$ cat src/hw/rtl/ptcs_pkg.sv
package ptcs_pkg;

   localparam int unsigned CellSizeWidth  = 9;
   localparam int unsigned CellSizeMin    = 32;
   localparam int unsigned CellSizeMax    = 256;
   localparam int unsigned CellSizeReset  = 64;
   localparam int unsigned LengthWidth    = 11;
   localparam int unsigned IndexWidth     = 6;
   localparam int unsigned MaxCellIndex   = 63;
   localparam int unsigned QueueWidth     = 9;
   localparam int unsigned FlowWidth      = 10;

   // descriptor queue between front and back
   localparam int unsigned FifoDepth      = 2;
   localparam int unsigned FifoPtrWidth   = $clog2(FifoDepth);
   localparam int unsigned FifoCountWidth = $clog2(FifoDepth + 1);

   // classified descriptor, as held in the queue
   typedef struct packed {
      logic [7:0]               source_id;
      logic [7:0]               dest_id;
      logic [2:0]               priority_req;
      logic [15:0]              frame_seq;
      logic [LengthWidth-1:0]   packet_length;
      logic [QueueWidth-1:0]    queue_number;
      logic [CellSizeWidth-1:0] cell_size;
   } desc_type;

   typedef struct packed {
      logic [7:0]               cell_source_id;
      logic [7:0]               cell_dest_id;
      logic [2:0]               cell_priority;
      logic [15:0]              cell_frame_seq;
      logic [LengthWidth-1:0]   cell_packet_length;
      logic [QueueWidth-1:0]    queue_number;
      logic [FlowWidth-1:0]     flow_number;
      logic [CellSizeWidth-1:0] valid_bytes;
      logic [IndexWidth-1:0]    cell_index;
      logic                     last_cell;
   } cell_type;

endpackage

$ cat src/hw/rtl/ptcs_front.sv
module ptcs_front (
   input  logic                                 clock,
   input  logic                                 reset,
   input  logic                                 csr_write_en,
   input  logic [ptcs_pkg::CellSizeWidth-1:0]   csr_write_data,
   input  logic                                 req_push,
   output logic                                 req_full,
   input  logic [7:0]                           req_source_id,
   input  logic [7:0]                           req_dest_id,
   input  logic [2:0]                           req_priority_req,
   input  logic [15:0]                          req_frame_seq,
   input  logic [ptcs_pkg::LengthWidth-1:0]     req_packet_length,
   input  logic                                 fifo_full,
   output logic                                 fifo_push,
   output ptcs_pkg::desc_type                   fifo_desc
);

   logic [ptcs_pkg::CellSizeWidth-1:0] cell_size_ff, cell_size_in;
   logic [ptcs_pkg::CellSizeWidth-1:0] cell_size_eff;

   always_comb begin
      cell_size_in = csr_write_en ? csr_write_data : cell_size_ff;
   end

   always_ff @(posedge clock) begin
      if (reset) begin
         cell_size_ff <= ptcs_pkg::CellSizeWidth'(ptcs_pkg::CellSizeReset);
      end else begin
         cell_size_ff <= cell_size_in;
      end
   end

   // clamp into the legal cell size range
   always_comb begin
      if (cell_size_ff < ptcs_pkg::CellSizeWidth'(ptcs_pkg::CellSizeMin)) begin
         cell_size_eff = ptcs_pkg::CellSizeWidth'(ptcs_pkg::CellSizeMin);
      end else if (cell_size_ff > ptcs_pkg::CellSizeWidth'(ptcs_pkg::CellSizeMax)) begin
         cell_size_eff = ptcs_pkg::CellSizeWidth'(ptcs_pkg::CellSizeMax);
      end else begin
         cell_size_eff = cell_size_ff;
      end
   end

   always_comb begin
      req_full                = fifo_full;
      fifo_push               = req_push && !fifo_full;
      fifo_desc.source_id     = req_source_id;
      fifo_desc.dest_id       = req_dest_id;
      fifo_desc.priority_req  = req_priority_req;
      fifo_desc.frame_seq     = req_frame_seq;
      fifo_desc.packet_length = req_packet_length;
      fifo_desc.queue_number  = ptcs_pkg::QueueWidth'(req_source_id)
                              + ptcs_pkg::QueueWidth'(req_dest_id);
      fifo_desc.cell_size     = cell_size_eff;
   end

endmodule

$ cat src/hw/rtl/ptcs_desc_fifo.sv
module ptcs_desc_fifo (
   input  logic               clock,
   input  logic               reset,
   input  logic               push,
   input  ptcs_pkg::desc_type push_desc,
   output logic               full,
   input  logic               pop,
   output logic               empty,
   output ptcs_pkg::desc_type head_desc
);

   logic [ptcs_pkg::FifoPtrWidth-1:0]   wr_ptr_ff, wr_ptr_in;
   logic [ptcs_pkg::FifoPtrWidth-1:0]   rd_ptr_ff, rd_ptr_in;
   logic [ptcs_pkg::FifoCountWidth-1:0] count_ff, count_in;
   ptcs_pkg::desc_type                  entry_ff [ptcs_pkg::FifoDepth];

   always_comb begin
      full      = count_ff == ptcs_pkg::FifoCountWidth'(ptcs_pkg::FifoDepth);
      empty     = count_ff == '0;
      head_desc = entry_ff[rd_ptr_ff];
   end

   always_comb begin
      wr_ptr_in = wr_ptr_ff;
      rd_ptr_in = rd_ptr_ff;
      count_in  = count_ff;
      if (push) begin
         wr_ptr_in = (wr_ptr_ff == ptcs_pkg::FifoPtrWidth'(ptcs_pkg::FifoDepth - 1))
                   ? '0 : wr_ptr_ff + 1'b1;
      end
      if (pop) begin
         rd_ptr_in = (rd_ptr_ff == ptcs_pkg::FifoPtrWidth'(ptcs_pkg::FifoDepth - 1))
                   ? '0 : rd_ptr_ff + 1'b1;
      end
      if (push && !pop) begin
         count_in = count_ff + 1'b1;
      end else if (pop && !push) begin
         count_in = count_ff - 1'b1;
      end
   end

   always_ff @(posedge clock) begin
      if (reset) begin
         wr_ptr_ff <= '0;
         rd_ptr_ff <= '0;
         count_ff  <= '0;
      end else begin
         wr_ptr_ff <= wr_ptr_in;
         rd_ptr_ff <= rd_ptr_in;
         count_ff  <= count_in;
      end
   end

   always_ff @(posedge clock) begin
      if (push) begin
         entry_ff[wr_ptr_ff] <= push_desc;
      end
   end

   a_no_pop_when_empty: assert property (@(posedge clock) disable iff (reset)
      pop |-> !empty)
      else $error("descriptor queue popped while empty");

   a_no_push_when_full: assert property (@(posedge clock) disable iff (reset)
      push |-> !full)
      else $error("descriptor queue pushed while full");

endmodule

$ cat src/hw/rtl/ptcs_back.sv
module ptcs_back (
   input  logic               clock,
   input  logic               reset,
   input  logic               fifo_empty,
   input  ptcs_pkg::desc_type fifo_desc,
   output logic               fifo_pop,
   output logic               rsp_empty,
   input  logic               rsp_pop,
   output ptcs_pkg::cell_type rsp_cell
);

   logic                                busy_ff, busy_in;
   ptcs_pkg::desc_type                  cur_ff, cur_in;
   logic [ptcs_pkg::LengthWidth-1:0]    rem_ff, rem_in;
   logic [ptcs_pkg::IndexWidth-1:0]     index_ff, index_in;
   logic                                out_valid_ff, out_valid_in;
   ptcs_pkg::cell_type                  cell_ff, cell_in;

   logic advance;
   logic emit;
   logic full_cell;
   logic load;

   always_comb begin
      advance   = !out_valid_ff || rsp_pop;
      emit      = busy_ff && advance;
      // full cell while more than one cell's worth remains, capped at the last index
      full_cell = (rem_ff > ptcs_pkg::LengthWidth'(cur_ff.cell_size))
               && (index_ff != ptcs_pkg::IndexWidth'(ptcs_pkg::MaxCellIndex));
      load      = !fifo_empty && (!busy_ff || (emit && !full_cell));
      fifo_pop  = load;
   end

   always_comb begin
      busy_in  = busy_ff;
      cur_in   = cur_ff;
      rem_in   = rem_ff;
      index_in = index_ff;
      if (load) begin
         busy_in  = 1'b1;
         cur_in   = fifo_desc;
         rem_in   = fifo_desc.packet_length;
         index_in = '0;
      end else if (emit) begin
         if (full_cell) begin
            rem_in   = rem_ff - ptcs_pkg::LengthWidth'(cur_ff.cell_size);
            index_in = index_ff + 1'b1;
         end else begin
            busy_in = 1'b0;
         end
      end
   end

   always_comb begin
      out_valid_in = out_valid_ff;
      cell_in      = cell_ff;
      if (emit) begin
         out_valid_in               = 1'b1;
         cell_in.cell_source_id     = cur_ff.source_id;
         cell_in.cell_dest_id       = cur_ff.dest_id;
         cell_in.cell_priority      = cur_ff.priority_req;
         cell_in.cell_frame_seq     = cur_ff.frame_seq;
         cell_in.cell_packet_length = cur_ff.packet_length;
         cell_in.queue_number       = cur_ff.queue_number;
         cell_in.flow_number        = {cur_ff.queue_number, 1'b0};
         cell_in.valid_bytes        = full_cell ? cur_ff.cell_size
                                    : rem_ff[ptcs_pkg::CellSizeWidth-1:0];
         cell_in.cell_index         = index_ff;
         cell_in.last_cell          = !full_cell;
      end else if (rsp_pop) begin
         out_valid_in = 1'b0;
      end
   end

   always_ff @(posedge clock) begin
      if (reset) begin
         busy_ff      <= 1'b0;
         out_valid_ff <= 1'b0;
      end else begin
         busy_ff      <= busy_in;
         out_valid_ff <= out_valid_in;
      end
   end

   always_ff @(posedge clock) begin
      cur_ff   <= cur_in;
      rem_ff   <= rem_in;
      index_ff <= index_in;
      cell_ff  <= cell_in;
   end

   always_comb begin
      rsp_empty = !out_valid_ff;
      rsp_cell  = cell_ff;
   end

   a_full_cell_min_size: assert property (@(posedge clock) disable iff (reset)
      (out_valid_ff && !cell_ff.last_cell)
      |-> (cell_ff.valid_bytes >= ptcs_pkg::CellSizeWidth'(ptcs_pkg::CellSizeMin)))
      else $error("non-final cell shorter than minimum cell size");

   a_last_index_is_last: assert property (@(posedge clock) disable iff (reset)
      (out_valid_ff && cell_ff.cell_index == ptcs_pkg::IndexWidth'(ptcs_pkg::MaxCellIndex))
      |-> cell_ff.last_cell)
      else $error("cell at the final index not marked last");

   a_stall_holds_position: assert property (@(posedge clock) disable iff (reset)
      (busy_ff && !advance) |=> ($stable(index_ff) && $stable(rem_ff)))
      else $error("segmentation position moved during output stall");

endmodule

$ cat src/hw/rtl/packet_to_cell_segmenter.sv
// First cell path: queue entry, current-descriptor register, output cell register, rsp_ ports.
// Throughput: one cell per cycle from the cell generator while the output is popped; a packet
//   has 1..64 cells, and the next packet's first cell follows its last cell directly if queued.
// A two-entry descriptor queue lets requests land while the generator is busy.
// Reset (synchronous, active high): queue and output register empty, cell size 64.
module packet_to_cell_segmenter (
   input  logic                               clock,
   input  logic                               reset,

   // configuration: cell size register
   input  logic                               csr_write_en,
   input  logic [ptcs_pkg::CellSizeWidth-1:0] csr_write_data,

   // packet descriptor request queue side
   input  logic                               req_push,
   output logic                               req_full,
   input  logic [7:0]                         req_source_id,
   input  logic [7:0]                         req_dest_id,
   input  logic [2:0]                         req_priority_req,
   input  logic [15:0]                        req_frame_seq,
   input  logic [ptcs_pkg::LengthWidth-1:0]   req_packet_length,

   // cell response queue side
   output logic                               rsp_empty,
   input  logic                               rsp_pop,
   output logic [7:0]                         rsp_cell_source_id,
   output logic [7:0]                         rsp_cell_dest_id,
   output logic [2:0]                         rsp_cell_priority,
   output logic [15:0]                        rsp_cell_frame_seq,
   output logic [ptcs_pkg::LengthWidth-1:0]   rsp_cell_packet_length,
   output logic [ptcs_pkg::QueueWidth-1:0]    rsp_queue_number,
   output logic [ptcs_pkg::FlowWidth-1:0]     rsp_flow_number,
   output logic [ptcs_pkg::CellSizeWidth-1:0] rsp_valid_bytes,
   output logic [ptcs_pkg::IndexWidth-1:0]    rsp_cell_index,
   output logic                               rsp_last_cell
);

   logic               fifo_full;
   logic               fifo_push;
   logic               fifo_pop;
   logic               fifo_empty;
   ptcs_pkg::desc_type push_desc;
   ptcs_pkg::desc_type head_desc;
   ptcs_pkg::cell_type rsp_cell;

   // Front: holds the cell size register, clamps it to 32..256 and tags each
   // descriptor with its queue id and the cell size in force at acceptance.
   ptcs_front u_front (
      .clock             (clock),
      .reset             (reset),
      .csr_write_en      (csr_write_en),
      .csr_write_data    (csr_write_data),
      .req_push          (req_push),
      .req_full          (req_full),
      .req_source_id     (req_source_id),
      .req_dest_id       (req_dest_id),
      .req_priority_req  (req_priority_req),
      .req_frame_seq     (req_frame_seq),
      .req_packet_length (req_packet_length),
      .fifo_full         (fifo_full),
      .fifo_push         (fifo_push),
      .fifo_desc         (push_desc)
   );

   // Short descriptor queue decoupling acceptance from cell generation.
   ptcs_desc_fifo u_desc_fifo (
      .clock     (clock),
      .reset     (reset),
      .push      (fifo_push),
      .push_desc (push_desc),
      .full      (fifo_full),
      .pop       (fifo_pop),
      .empty     (fifo_empty),
      .head_desc (head_desc)
   );

   // Back: walks the remaining length one cell per cycle into an output register while
   // it is free or popped; the next descriptor loads on the cycle the last cell goes out.
   ptcs_back u_back (
      .clock      (clock),
      .reset      (reset),
      .fifo_empty (fifo_empty),
      .fifo_desc  (head_desc),
      .fifo_pop   (fifo_pop),
      .rsp_empty  (rsp_empty),
      .rsp_pop    (rsp_pop),
      .rsp_cell   (rsp_cell)
   );

   always_comb begin
      rsp_cell_source_id     = rsp_cell.cell_source_id;
      rsp_cell_dest_id       = rsp_cell.cell_dest_id;
      rsp_cell_priority      = rsp_cell.cell_priority;
      rsp_cell_frame_seq     = rsp_cell.cell_frame_seq;
      rsp_cell_packet_length = rsp_cell.cell_packet_length;
      rsp_queue_number       = rsp_cell.queue_number;
      rsp_flow_number        = rsp_cell.flow_number;
      rsp_valid_bytes        = rsp_cell.valid_bytes;
      rsp_cell_index         = rsp_cell.cell_index;
      rsp_last_cell          = rsp_cell.last_cell;
   end

endmodule
$ cat config.mk
export PLATFORM = sky130hd
export DESIGN_NAME = packet_to_cell_segmenter
export DESIGN_NICKNAME = d
export VERILOG_FILES = /design/src/hw/rtl/ptcs_pkg.sv /design/src/hw/rtl/ptcs_front.sv /design/src/hw/rtl/ptcs_desc_fifo.sv /design/src/hw/rtl/ptcs_back.sv /design/src/hw/rtl/packet_to_cell_segmenter.sv
export SDC_FILE = /design/constraint.sdc
export NUM_CORES = 1
export LEC_CHECK = 0
export BUFFER_PORTS_ARGS = -buffer_cell sky130_fd_sc_hd__buf_2
export CORE_MARGIN = 10
export CORE_UTILIZATION = 50
export DETAILED_ROUTE_END_ITERATION = 12
export PLACE_DENSITY_LB_ADDON = 0.15
export SLEW_MARGIN = 0
export SYNTH_ARGS = -nofsm -noshare
export SYNTH_HDL_FRONTEND = slang
export SYNTH_SLANG_ARGS = --single-unit
$ cat constraint.sdc
create_clock -name clock -period 11.3 [get_ports clock]
set_input_delay 2.26 -clock clock [delete_from_list [all_inputs] [get_ports clock]]
set_output_delay 2.26 -clock clock [all_outputs]
set_load 0.01 [all_outputs]
==> summary.md <==
| Metric | Value |
|---|---|
| Outcome | complete, no violations |
| Most common cell after layout, fill and taps aside | edfxtp_1 |
| Synthesis-to-layout area growth | 17.3% |
| Distinct cells, synth | 44 |
| GR Util All Layers | 0.138 |
| Hold buffer count at CTS | 0 |
| Relative slew slack | 0.380 |
| DRT Pass-1 Iters | 5 |
| CP cell instances | buf_2 > nand2b_1 > o21ai_2 > a21o_1 > clkinv_2 > buf_4 > mux2_2 |
| Worst endpoint required time | 11.73 ns |
| R2R Setup Slk | 7.30 ns |
| DIE WIDTH | 169 um |
| Die height | 169 um |
| Vias/cell | 5.17 |
| Async set or reset register ratio after synthesis | 0 |
| Prevailing post-synth register cell | edfxtp_1 |
| Switch share | 0.295 |
| Synthesized cell area | 0.0111 mm2 |
| Hold Path Class | register to register |
| Worst VDD drop | 0.181 mV |
| Vias in the first global route | 6088 |
| Critical path arrival | 4.78 ns |
| Period utilization | 0.385 |
| Final ANT Viol Nets | 0 |
| Seq. cell area | 0.00867 mm2 |
| Final Max Tran Viols | 0 |
| Layout Utilization | 0.595 |
| Total number of vias | 5500 |
| Placed Instances | 1010 |
| Synth Warn # | 0 |
| Synth Area per Inst | 18.3 um2 |
| Final hold violations | 0 |
| CTS Buf Count | 30 |
| Num rows | 54 |
| Min cycle time layout | 4.35 ns |
| Skew final | 0.0206 ns |
| Pint | 2700 uW |
| Syn nets | 687 |
| F_max | 230 MHz |
| Fin cells | 1064 |
| Clock insertion delay at the later pin of the skew report | 0.54 ns |
| DP Wirelength | 13.2 mm |
| Family with the most delay on the worst path | buffers and inverters |
| Worst Setup End Kind | register |
| P per Cell Area | 295 mW/mm2 |
| Clock transition at the registers of the reported paths | 0.06 ns |
| Worst Max-Slew Pin Slew | 0.930 ns |
| RePlAce Congestion | 0.888 |
| Bufs and invs on worst path | 3 |
| Setup violations, final | 0 |
| Die area | 0.0285 mm2 |
| Sequential power share | 0.486 |
| Filler cells | 1612 |
| Initial antenna violation count | 1 |
| CTS tree | built |
| Post-cts sizing count | 0 |
| Placeable Area | 0.0218 mm2 |
| DR WL/cell | 18.9 um |
| Switching power | 1130 uW |
| Max-cap violations | 0 |
| Initial DRC count | 261 |
| Layout Nets | 843 |
| Antenna diodes | 0 |
| Post-synthesis sequential area ratio | 0.783 |
| Critical path's slowest cell | clkinv_2 |
| Critical path class | primary input to register |
| Logic pwr share | 0.271 |
| Share of cells above drive strength 1 | 0.344 |
| Crit-path max cell delay | 0.66 ns |
| Seq cells post-synth | 296 |
| Hold slack final | 0.406 ns |
| GR Overflow Total | 0 |
| TNS Setup | 0 ns |
| Pleak | 0.00480 uW |
| Post-CTS setup repair buffer count | 0 |
| Post-Synthesis Cells | 606 |
| Total wire length | 20.1 mm |
| Port buffer count | 141 |
| Pin count of the biggest net entering global routing | 65 |
| Clk network pwr share | 0.243 |
| CTS Buffer Depth | 3 |
| Sink Count | 296 |
| Initial Util | 0.507 |
| Most frequent cells in the layout | edfxtp_1 (274), buf_2 (141), mux2_2 (69) |
| Htree depth | 1 |
| Worst setup SP type | primary input |
| Worst Path Max Fanout | 42 |
| Post-synth EDFFs | 274 |
| Clk Tree Root Cell | clkbuf_16 |
| Multi-input gate area | 0.00219 mm2 |
| Ports | 143 |
| RSZ-0062 raised after global routing | no |
| Global-route wire length before repair | 31.9 mm |
| DRC violations left | 0 |
-- layout make-up --
type,count,area share
sequential,296,0.668
tap,280,0.0270
clock inverter,15,0.00954
timing repair buffer,147,0.0578
clock buffer,39,0.0620
multi-input combinational,263,0.169
inverter,24,0.00713
-- kinds of logic after synthesis --
| kind of cell | share of synthesized area |
|---|---|
| flip-flops | 0.783 |
| AND/OR/NAND/NOR | 0.0330 |
| AO/OA/AOI/OAI | 0.0334 |
| adder cells (fa/ha/maj) | 0.0251 |
| multiplexers | 0.0896 |
| other | 0.000339 |
| buffers and inverters | 0.0200 |
| XOR/XNOR | 0.0158 |
-- worst reg2reg max path: cells and delay by family (launching register included) --
family,cells,cell delay [ns]
AOI/OAI and AO/OA,3,0.94
adders and majority gates,1,0.39
DFF,1,0.39
buffers and inverters,2,1.10
and+or+nand+nor,2,0.66
muxes,1,0.40
-- cell usage after synthesis (3+ instances only) --
cell type / number / area [um2]
a21o_1: 6 / 45.0
a21oi_1: 13 / 65.1
and2_1: 6 / 37.5
and3_1: 3 / 18.8
buf_4: 10 / 75.1
clkbuf_1: 11 / 41.3
dfxtp_1: 22 / 440
edfxtp_1: 274 / 8230
ha_1: 19 / 238
inv_1: 23 / 86.3
mux2_2: 69 / 777
mux2_4: 7 / 105
mux2i_1: 11 / 110
nand2_1: 13 / 48.8
nand2b_1: 3 / 18.8
nand4_1: 3 / 18.8
nor2_1: 28 / 105
nor2b_1: 5 / 31.3
nor3_1: 8 / 40.0
o21ai_0: 24 / 120
or3_1: 3 / 18.8
xnor2_1: 13 / 114
xor2_1: 7 / 61.3
-- per-stage QoR --
step	power, uW	setup WS, ns	cell area, um2
global placement	2890	6.45	12100
CTS	3870	6.92	13000
detailed placement	2930	6.33	12100
global route	4040	6.78	13000
finish	3830	6.95	13000
floorplan	2580	5.79	11100
-- power groups by stage --
stage / registers, uW / clock network [uW] / logic [uW]
after floorplan: 1860 / 0 / 725
after global placement: 1870 / 0 / 1020
after detailed placement: 1890 / 0 / 1050
after CTS: 1870 / 954 / 1050
after global routing: 1900 / 999 / 1140
final: 1860 / 929 / 1040
-- sequential cells by signal, indices dropped and copies added (netlist names), named ones only --
register and cells:
u_back.busy_ff 1, u_back.cur_ff 64, u_back.index_ff 6, u_back.out_valid_ff 1
u_back.rem_ff 11, u_back.rsp_cell 71, u_desc_fifo.count_ff 2, u_desc_fifo.entry_ff 128
u_desc_fifo.rd_ptr_ff 1, u_desc_fifo.wr_ptr_ff 1, u_front.cell_size_ff 9
-- layer usage --
layer	GRT usage	wire, um	vias to the layer above
met5	0	13	-
met1	0.167	8020	2694
met3	0.0394	1500	42
met4	0.0447	481	2
li1	-	-	2603
met2	0.235	10100	159
-- worst paths after layout --
check,start,endpoint,cells after the start
hold / removal,u_back.cur_ff[61],u_back.rsp_cell[78],0
setup / recovery,rsp_pop,register,7
hold reg to reg,u_back.cur_ff[61],u_back.rsp_cell[78],0
setup reg to reg,u_back.rem_ff[2],register,9
Power figures use the tool's default switching activity.
